<file path="config.mk">
export PLATFORM = sky130hd
export DESIGN_NAME = qrs_disc
export DESIGN_NICKNAME = d
export VERILOG_FILES = /design/src/rtl/qrs_disc.sv
export SDC_FILE = /design/constraint.sdc
export NUM_CORES = 1
export LEC_CHECK = 0
export ABC_AREA = 1
export BUFFER_PORTS_ARGS = -buffer_cell sky130_fd_sc_hd__buf_2
export CAP_MARGIN = 30
export CORE_ASPECT_RATIO = 0.9
export CORE_MARGIN = 2
export CORE_UTILIZATION = 25
export CTS_BUF_LIST = sky130_fd_sc_hd__clkbuf_4
export CTS_CLUSTER_DIAMETER = 150
export DETAILED_ROUTE_END_ITERATION = 10
export GPL_TIMING_DRIVEN = 0
export PLACE_DENSITY_LB_ADDON = 0.12
export REMOVE_ABC_BUFFERS = 1
export SYNTH_ARGS = -nofsm -noshare
export SYNTH_HDL_FRONTEND = slang
export SYNTH_SLANG_ARGS = --single-unit
</file>
<file path="constraint.sdc">
create_clock -name clock -period 7.62 [get_ports clock]
set_clock_uncertainty 0.2 [all_clocks]
set_input_delay 0.381 -clock clock [delete_from_list [all_inputs] [get_ports clock]]
set_output_delay 0.381 -clock clock [all_outputs]
set_load 0.02 [all_outputs]
</file>
<file path="src/rtl/qrs_disc.sv">
`timescale 1ns / 1ps
// ----------------------------------------------------------------------------
// Discriminant pipeline
// Three stages: magnitudes, products, then b*b - 4ac as magnitude and sign.
// ----------------------------------------------------------------------------
module qrs_disc #(
   parameter int W = 16
) (
   input  logic                clock,
   input  logic                reset,
   input  logic                adv,
   input  logic                in_valid,
   input  logic signed [W-1:0] coef_a,
   input  logic signed [W-1:0] coef_b,
   input  logic signed [W-1:0] coef_c,
   output logic                out_valid,
   output logic [2*W:0]        disc,
   output logic                disc_neg,
   output logic signed [W-1:0] a_out,
   output logic signed [W-1:0] b_out,
   output logic                a_zero
);
   logic [2:0]          vld_ff;
   logic signed [W-1:0] a_ff [3];
   logic signed [W-1:0] b_ff [3];
   logic [W-1:0]        ua_ff, ub_ff, uc_ff;
   logic                add1_ff, add2_ff;
   logic [2*W-1:0]      bb_ff, ac_ff;
   logic [2*W:0]        disc_ff;
   logic                neg_ff;
   logic [2*W+1:0]      bb_x, ac4_x;
   logic [2*W+1:0]      sum_in, dif_in;

   always_ff @(posedge clock) begin
      if (reset) begin
         vld_ff <= '0;
      end else if (adv) begin
         vld_ff <= {vld_ff[1:0], in_valid};
      end
   end

   assign bb_x   = (2*W+2)'(bb_ff);
   assign ac4_x  = {ac_ff, 2'b00};
   assign sum_in = bb_x + ac4_x;
   assign dif_in = bb_x - ac4_x;

   always_ff @(posedge clock) begin
      if (adv) begin
         a_ff[0] <= coef_a;
         b_ff[0] <= coef_b;
         ua_ff   <= coef_a[W-1] ? W'(-coef_a) : W'(coef_a);
         ub_ff   <= coef_b[W-1] ? W'(-coef_b) : W'(coef_b);
         uc_ff   <= coef_c[W-1] ? W'(-coef_c) : W'(coef_c);
         add1_ff <= (coef_a[W-1] != coef_c[W-1]) && (coef_c != '0);
         a_ff[1] <= a_ff[0];
         b_ff[1] <= b_ff[0];
         bb_ff   <= ub_ff * ub_ff;
         ac_ff   <= ua_ff * uc_ff;
         add2_ff <= add1_ff;
         a_ff[2] <= a_ff[1];
         b_ff[2] <= b_ff[1];
         if (add2_ff) begin
            disc_ff <= sum_in[2*W:0];
            neg_ff  <= 1'b0;
         end else begin
            disc_ff <= dif_in[2*W:0];
            neg_ff  <= ac4_x > bb_x;
         end
      end
   end

   assign out_valid = vld_ff[2];
   assign disc      = disc_ff;
   assign disc_neg  = neg_ff;
   assign a_out     = a_ff[2];
   assign b_out     = b_ff[2];
   assign a_zero    = (a_ff[2] == '0);
endmodule

</file>
==> impl_metrics.yaml <==
outcome:
  status: "completed"
sta:
  setup_viol: 0
  rsz0062_at_grt: "false"
  worst_pin_slew_ns: 0.9194
  hold_viol: 0
  slew_violations: 0
  fmax_mhz: 156.2
  fin_crit_sh: 0.8403
  slew_headroom: 0.3870
  min_period_ns: 6.403
  fin_tns_setup_ns: 0
critical_path:
  cp_max_fo: 17
  crit_type: "register to register"
  end_kind: "register"
  required_ns: 8.05
  startpoint_type: "register"
  cp_data_arrival_time_ns: 6.83
cts:
  clkTransAtPathRegs_ns: 0.07
  clockBufferDepth: 3
  htreeDepth: 3
  cts_resized: 0
  cts_tree: "yes"
  clkSinkCount: 241
  cts_root_buf: "clkbuf_4"
  holdBufCountCts: 100
  post_cts_buffers: 0
  cts-buffers-inserted: 70
  insertion_delay_ns: 0.87
global_route:
  grt_max_degree: 97
  antenna_found_initial: 2
  grt_pass1_vias: 22610
  overflow: 0
  grt_pass1_wl_microns: 124300
  groute.usage.overall: 0.1326
place:
  place_congestion: 0.8142
  dp_hpwl_microns: 62090
  io_buffers: 118
route:
  route.vias.total: 21210
  vias_per_cell: 4.053
  wirelength_microns: 75850
  ant_nets: 0
  drt_iter0_drc: 870
  wl_per_cell_microns: 14.49
  drt_pre_antenna_iters: 5
  drc: 0
synth:
  synth_seq_cells: 241
  synth_cell_type_count: 45
  syn_area_per_cell_sq_um: 8.416
  ys_warn_count: 0
  seq_area_frac_synth: 0.2477
  postSynthCellCount: 3457
  synth_edf_count: 238
  async_reset_ff_frac: 0
  ys.flop_type: "edfxtp_1"
  synth_area_sq_um: 29100
floorplan:
  die_w_microns: 363.6
  rows: 118
  die_h_microns: 327.6
  dieArea_sq_um: 119100
  pin_count: 120
  core_area_sq_um: 115300
  initial_core_util: 0.2523
final_layout:
  finish.net_count: 4293
  drive_gt1_frac: 0.08263
  syn2layout_area_growth_pct: 13.58
worst_hold_path:
  hold_class: "primary input to register"
flow_run:
  cap_violations: 0
[worst paths after layout]
kind	slack, ns	end	from	cells past startpoint
worst max-delay path	1.22	bb_ff[17]	ub_ff[8]	19
worst min register to register	0.18	b_ff[0][45]	b_ff[0][29]	0
worst min-delay path	0.12	a_ff[0][11]	coef_a[11]	2
worst max register to register	1.22	bb_ff[17]	ub_ff[8]	19
[kinds of logic after synthesis]
kind of cell | count (synthesis) | share of synthesized area
AND/OR/NAND/NOR | 1273 | 0.1810
buffers and inverters | 974 | 0.1302
adder cells (fa/ha/maj) | 629 | 0.3636
flip-flops | 241 | 0.2477
AO/OA/AOI/OAI | 219 | 0.04111
XOR/XNOR | 119 | 0.03582
other | 1 | 0.0001289
multiplexers | 1 | 0.0003870
[layout make-up]
class,instances,area (sq um)
diodes,6,15.01
clock buffers,103,773.2
clock inverters,24,176.4
fillers,12570,82260
inverters,836,3138
multi-input cells,2242,18100
flip-flops and latches,241,7207
well taps,1560,1952
repair buffers,221,1684
[layer usage]
| metal | track usage | wire length [microns] | up-vias |
|---|---|---|---|
| met2 | 0.1990 | 31710 | 281 |
| met3 | 0.01931 | 2445 | 75 |
| met4 | 0.03374 | 1431 | 0 |
| li1 | - | - | 10760 |
| met1 | 0.1984 | 40260 | 10100 |
| met5 | 0 | 0 | - |
[state kept, by name, summed over array words and instances, names as in the netlist]
name      count
ua_ff        16
ub_ff        16
disc         32
b_ff         45
a_ff         47
add1_ff       1
vld_ff        3
disc_neg      1
bb_ff        31
uc_ff        16
add2_ff       1
ac_ff        32
[cells in the mapped netlist, drive strengths merged (5+ instances only)]
cell type | instances | area, sq um
nor4 | 7 | 43.79
a21boi | 5 | 37.53
nand3 | 92 | 500.5
ha | 268 | 3353
nand3b | 5 | 37.54
nor3 | 32 | 229.0
fa | 361 | 7227
or2 | 9 | 56.31
xnor2 | 23 | 201.4
a21oi | 113 | 565.5
nand2 | 890 | 3391
nand4 | 22 | 137.6
nor2 | 211 | 837.1
o21a | 7 | 52.55
o21bai | 14 | 108.9
clkbuf | 101 | 379.1
buf | 37 | 270.3
xor2 | 96 | 840.8
inv | 836 | 3138
o21ai | 73 | 380.4
edfxtp | 238 | 7147
[worst max-delay path: stages, from the launching register on]
cell and delay [ns]:
edfxtp_1 0.75, nand2_1 0.27, inv_1 0.08, fa_1 0.53, inv_1 0.06, fa_1 0.53, inv_1 0.06, fa_1 0.50
inv_1 0.06, fa_1 0.52, inv_1 0.05, fa_1 0.38, fa_1 0.47, ha_1 0.37, a21oi_1 0.30, a21boi_0 0.39
nand3_2 0.21, nand2_1 0.10, nand2_1 0.06, xor2_1 0.27
[per-stage QoR]
step                      std cells  area, sq um  hold WS [ns]    util  setup WS, ns
after global routing           5232        33040       0.02338  0.2866        0.8264
after CTS                      5227        33030      0.003085  0.2865         1.177
after detailed placement       5000        31080        0.2045  0.2695         1.244
after global placement         4997        30990        0.2012  0.2687         1.255
final                          5233        33050        0.1249  0.2866         1.217
after floorplan                3319        28450        0.2003       -         2.120
[cell usage in the layout, fill, tap and decap left out, drive strengths merged, types with 92 or more instances in the layout]
cell type,netlist,final
nor2,211,211
nand3,92,92
xor2,96,96
clkbuf,101,103
dlygate4sd3,0,100
edfxtp,238,238
a21oi,113,113
nand2,890,890
inv,836,838
buf,37,121
fa,361,361
ha,268,268
Power is not shown: default switching activity piles up to over one toggle a cycle in this logic, so the estimate is an artifact.
