File: src/rtl/qrs_div.sv
`timescale 1ns / 1ps
// ----------------------------------------------------------------------------
// Pipelined unsigned divider
// Restoring division with one quotient bit per stage.
// ----------------------------------------------------------------------------
module qrs_div #(
   parameter int NW     = 35,
   parameter int DW     = 17,
   parameter int SIDE_W = 4
) (
   input  logic              clock,
   input  logic              reset,
   input  logic              adv,
   input  logic              in_valid,
   input  logic [NW-1:0]     dividend,
   input  logic [DW-1:0]     divisor,
   input  logic [SIDE_W-1:0] side_in,
   output logic              out_valid,
   output logic [NW-1:0]     quotient,
   output logic [SIDE_W-1:0] side_out
);
   logic [NW-1:0]     vld_ff;
   logic [NW-1:0]     dvd_ff  [NW];
   logic [NW-1:0]     quo_ff  [NW];
   logic [DW-1:0]     rem_ff  [NW];
   logic [DW-1:0]     dvs_ff  [NW];
   logic [SIDE_W-1:0] side_ff [NW];

   for (genvar k = 0; k < NW; k++) begin : g_stage
      logic              vld_p;
      logic [NW-1:0]     dvd_p, quo_p;
      logic [DW-1:0]     rem_p, dvs_p;
      logic [SIDE_W-1:0] side_p;
      logic [DW:0]       rem_t, dvs_x, rem_s;
      logic              ge;

      if (k == 0) begin : g_first
         assign vld_p  = in_valid;
         assign dvd_p  = dividend;
         assign quo_p  = '0;
         assign rem_p  = '0;
         assign dvs_p  = divisor;
         assign side_p = side_in;
      end else begin : g_next
         assign vld_p  = vld_ff[k-1];
         assign dvd_p  = dvd_ff[k-1];
         assign quo_p  = quo_ff[k-1];
         assign rem_p  = rem_ff[k-1];
         assign dvs_p  = dvs_ff[k-1];
         assign side_p = side_ff[k-1];
      end

      assign rem_t = {rem_p, dvd_p[NW-1]};
      assign dvs_x = {1'b0, dvs_p};
      assign ge    = rem_t >= dvs_x;
      assign rem_s = ge ? rem_t - dvs_x : rem_t;

      always_ff @(posedge clock) begin
         if (reset) begin
            vld_ff[k] <= 1'b0;
         end else if (adv) begin
            vld_ff[k] <= vld_p;
         end
      end

      always_ff @(posedge clock) begin
         if (adv) begin
            dvd_ff[k]  <= dvd_p << 1;
            quo_ff[k]  <= {quo_p[NW-2:0], ge};
            rem_ff[k]  <= rem_s[DW-1:0];
            dvs_ff[k]  <= dvs_p;
            side_ff[k] <= side_p;
         end
      end
   end

   assign out_valid = vld_ff[NW-1];
   assign quotient  = quo_ff[NW-1];
   assign side_out  = side_ff[NW-1];
endmodule

File: config.mk
export PLATFORM = sky130hd
export DESIGN_NAME = qrs_div
export DESIGN_NICKNAME = d
export VERILOG_FILES = /design/src/rtl/qrs_div.sv
export SDC_FILE = /design/constraint.sdc
export NUM_CORES = 2
export LEC_CHECK = 0
export BUFFER_PORTS_ARGS = -buffer_cell sky130_fd_sc_hd__buf_4
export CORE_ASPECT_RATIO = 1.2
export CORE_MARGIN = 4
export CORE_UTILIZATION = 55
export CTS_BUF_LIST = sky130_fd_sc_hd__clkbuf_8
export CTS_CLUSTER_DIAMETER = 60
export CTS_CLUSTER_SIZE = 30
export DETAILED_ROUTE_END_ITERATION = 10
export PLACE_DENSITY = 0.72
export SLEW_MARGIN = 5
export SYNTH_ARGS = -nofsm -noshare
export SYNTH_HDL_FRONTEND = slang
export SYNTH_SLANG_ARGS = --single-unit
File: constraint.sdc
create_clock -name clock -period 8.6 [get_ports clock]
set_clock_uncertainty 0.1 [all_clocks]
set_input_delay 1.72 -clock clock [delete_from_list [all_inputs] [get_ports clock]]
set_output_delay 1.72 -clock clock [all_outputs]
set_load 0.02 [all_outputs]
==> results.md <==
Outcome:
- The run finished with clean final reports.

Clocking:
- TritonCTS built the clock tree.
- The maximum clock insertion buffer count is 3.
- Hold repair after CTS inserted 0 buffers.
- Clock latency on the worst-skew pair, taken at its later pin, is 0.96 ns.
- The setup fix buffers added after clock tree synthesis is 0.
- In this run the number of H-tree levels came out at 4.
- The number of clock sinks seen by CTS is 2556.
- The library cell used as clock root buffer is sky130_fd_sc_hd__clkbuf_8.
- The count of instances resized after the clock tree is built is 0.
- The number of buffers created by CTS is 156.
- After clock tree synthesis, the clock-pin slew on the worst setup and hold paths is 0.16 ns.

Timing:
- Setup repair after global routing left no endpoint under its margin.
- The final number of max-transition violations came to 0.
- The setup TNS is 0 ns.
- For the pin with the worst max-slew slack, the measured transition is 1.23 ns.
- The share of the clock period used by the worst path is 0.493.
- Measured against its own limit, the worst slew margin works out to 0.178.
- The final critical path time including I/O delays and setup is 4.24 ns.
- Hold is met by 0.288 ns.
- The maximum clock frequency is 236 MHz.
- The number of setup violations in the final report is 0.
- The total count of hold-check failures in the final report came to 0.

Power:
- IR analysis of the VDD net gives a maximum drop of 0.215 mV.
- Of the total power, the share spent switching nets is 0.328.
- Of the total power, registers draw 0.466.
- Of the total power, the clock network draws 0.170.
- In this run the power density over the cells is 321 nW/µm².
- The combinational cell fraction of total power is 0.364.
- For this design the static power due to leakage is 44.8 nW.
- The cell-internal power is 25.7 mW.
- In this run the power spent charging and discharging nets is 12.6 mW.

Synth:
- After synthesis the cells add up to 111000 µm².
- A synthesized cell averages 15.0 µm².
- The post-synthesis register bit count is 2556.
- Of the synthesized area, sequential elements account for 0.687.
- The share of synthesized area in the top cell type comes to 0.681.
- Counting every net in the synthesized netlist gives 8102.
- The fraction of synthesis flops using an asynchronous set or reset pin is 0.
- The number of flops mapped to enable cells by yosys is 2521.
- In the synthesized netlist, the number of instances is 7429.
- The count of different cell masters after synthesis is 84.
- The most used flip-flop cell after synthesis is sky130_fd_sc_hd__edfxtp_1.
- By count the netlist is led by 2521 x sky130_fd_sc_hd__edfxtp_1, 751 x sky130_fd_sc_hd__inv_1, 580 x sky130_fd_sc_hd__ha_1.
- After synthesis, the cell types taking the most area are sky130_fd_sc_hd__edfxtp_1 68%, sky130_fd_sc_hd__ha_1 6.5%, sky130_fd_sc_hd__mux2_2 3.9%, sky130_fd_sc_hd__inv_1 2.5%, sky130_fd_sc_hd__xnor2_1 2.4%.
- The cell taking the most area after synthesis is sky130_fd_sc_hd__edfxtp_1.
- The Yosys step of the flow raised 0 warnings.
- The most numerous cell in the Yosys netlist is sky130_fd_sc_hd__edfxtp_1.

Routing:
- The count of unresolved DRC violations after routing is 0.
- The initial DRC count is 4123.
- The detail-routed via count per cell is 5.52.
- In the final routed layout, each cell accounts on average for 17.3 µm.
- The first detailed-routing pass ran for 5 iterations.
- The remaining antenna violation count is 0.
- The total wire length after detailed routing is 180000 µm.
- The routed layout has 57500 vias.

Layout:
- The area of the multi-input gates is 31600 µm².
- The sequential cells in the finished layout cover a total of 76400 µm².
- The count of nets after finishing is 8323.
- Of the cells placed in the final design, the portion with a size suffix greater than 1 is 0.116.
- The filler cell count in the final layout is 15200.
- The area growth from synthesis to layout is 7.14%.

Critical path:
- The cell family contributing the most delay on the critical path is compound AO/OA/AOI/OAI gates.
- The count of buffering cells on the critical path with inverters included is 2.
- The sort of element at the end of the critical path is a register.
- The data arrival time at the worst-slack endpoint is 4.84 ns.
- On the worst path, the slowest cell contributes a delay of 0.96 ns.
- The critical path goes through inv_1, ha_1, inv_1, fa_1, a211oi_1, o21ai_0, a21oi_1, a21oi_1, o21ai_1, a21oi_1, a2111oi_4, mux2_2.
- The most frequent cell on the critical path is sky130_fd_sc_hd__a21oi_1.
- The setup path with the least slack is of type reg2reg.
- The slowest stage of the critical path is the sky130_fd_sc_hd__a2111oi_4 cell.
- The worst setup path is launched from a register.
- Of all nets on the critical path, the largest fanout is 18.
- The required arrival time at the worst endpoint is 9.20 ns.

Hold path:
- The min-delay analysis places its worst path in the category reg2reg.

Die:
- The initial standard-cell utilization of the core is 0.554.
- The row count is 180.
- From left edge to right edge, the die measures 418 µm.
- The die covers 209000 µm².
- The floorplan step set the die height to 501 µm.
- The standard cell core area is 201000 µm².
- The total I/O pin count is 100.

Global route:
- The largest net degree at the start of global routing is 200.
- The total overflow left after global routing is 0.
- The via count of the first global-routing pass was 57500.
- The first global-routing pass estimated 292000 µm of wire.
- For this run, the total global-route usage over all layers was measured as 0.170.
- The number of antenna violations at the first check in global routing is 1.

Placed design:
- The half-perimeter wire length after placement is 124000 µm.
- Routability-driven placement finished with a final weighted congestion of 0.883.
- The number of buffer cells added on primary ports is 99.

Run:
- The number of max-cap violations is 0.
[final timing paths]
path                  start              to  slack (ns)  cells past startpoint
min reg2reg   dvd_ff[0][26]   dvd_ff[1][27]        0.29                      0
min           dvd_ff[0][26]   dvd_ff[1][27]        0.29                      0
max reg2reg  dvd_ff[31][33]  rem_ff[32][14]        4.36                     12
max          dvd_ff[31][33]  rem_ff[32][14]        4.36                     12
[sequential cells by signal (all words and copies together), names as in the netlist]
signal and count:
g_stage.vld_p 34, quo_ff 630, out_valid 1, side_ff 140
dvs_ff 578, dvd_ff 595, rem_ff 578
[metrics by stage]
step	instance area, µm²	utilization	power [mW]	worst slack, ns	std cells
2_1_floorplan	111000	-	28.8	5.24	7429
3_3_place_gp	115000	0.574	31.4	4.50	10100
3_5_place_dp	115000	0.574	32.0	4.46	10100
4_1_cts	119000	0.593	38.6	4.37	10400
5_1_grt	119000	0.593	40.8	4.06	10400
6_report	119000	0.593	38.3	4.36	10400
[final cells by class]
| cell class | instances | area share |
|---|---|---|
| clock inverters | 123 | 0.0131 |
| inverters | 752 | 0.0237 |
| flip-flops and latches | 2556 | 0.641 |
| well taps | 2639 | 0.0277 |
| diodes | 1 | 0.0000210 |
| clock buffers | 166 | 0.0192 |
| multi-input cells | 4046 | 0.265 |
| repair buffers | 138 | 0.0100 |
[per-layer routing]
layer  global-route usage  share of wire
met5                    0              0
met4               0.0612          0.032
met1                0.214           0.42
met3               0.0237          0.032
met2                0.300           0.51
[layout by cell type (no fill, tap or decap), drive strengths merged, types with 33 or more instances in the layout]
| cell | instances |
|---|---|
| mux2i | 68 |
| inv | 807 |
| o21bai | 81 |
| mux2 | 412 |
| clkbuf | 166 |
| nor2b | 46 |
| nand4 | 84 |
| xnor2 | 305 |
| nor3 | 118 |
| a21o | 160 |
| nand2b | 36 |
| ha | 580 |
| clkinv | 50 |
| buf | 138 |
| a21oi | 459 |
| fa | 33 |
| nor2 | 363 |
| a31oi | 42 |
| xor2 | 141 |
| o21ai | 302 |
| o21a | 76 |
| nand2 | 271 |
| dfxtp | 35 |
| edfxtp | 2521 |
| a211oi | 52 |
| nand3 | 57 |
| o31a | 36 |
[worst register-to-register path, stage by stage (launching register included)]
cell and delay (ns):
sky130_fd_sc_hd__edfxtp_1 0.40, sky130_fd_sc_hd__inv_1 0.09, sky130_fd_sc_hd__ha_1 0.17, sky130_fd_sc_hd__inv_1 0.06, sky130_fd_sc_hd__fa_1 0.45, sky130_fd_sc_hd__a211oi_1 0.37, sky130_fd_sc_hd__o21ai_0 0.16, sky130_fd_sc_hd__a21oi_1 0.39
sky130_fd_sc_hd__a21oi_1 0.12, sky130_fd_sc_hd__o21ai_1 0.16, sky130_fd_sc_hd__a21oi_1 0.12, sky130_fd_sc_hd__a2111oi_4 0.96, sky130_fd_sc_hd__mux2_2 0.43
[cell families after synthesis]
group / after synthesis / share of synthesized area
AOI/OAI and AO/OA: 1397 / 0.0825
xor gates and xnor gates: 446 / 0.0351
adders and majority gates: 613 / 0.0712
muxes: 480 / 0.0484
buffers and inverters: 827 / 0.0291
and+or+nand+nor: 1110 / 0.0466
DFF: 2556 / 0.687
[power by group through the flow]
stage	sequential [mW]	combinational, mW	clock (mW)
5_1_grt	18.0	15.5	7.31
3_5_place_dp	18.2	13.8	0
2_1_floorplan	17.6	11.3	0
6_report	17.8	13.9	6.51
3_3_place_gp	18.1	13.3	0
4_1_cts	17.9	13.9	6.82
No activity file was read; power rests on OpenSTA's default activity.
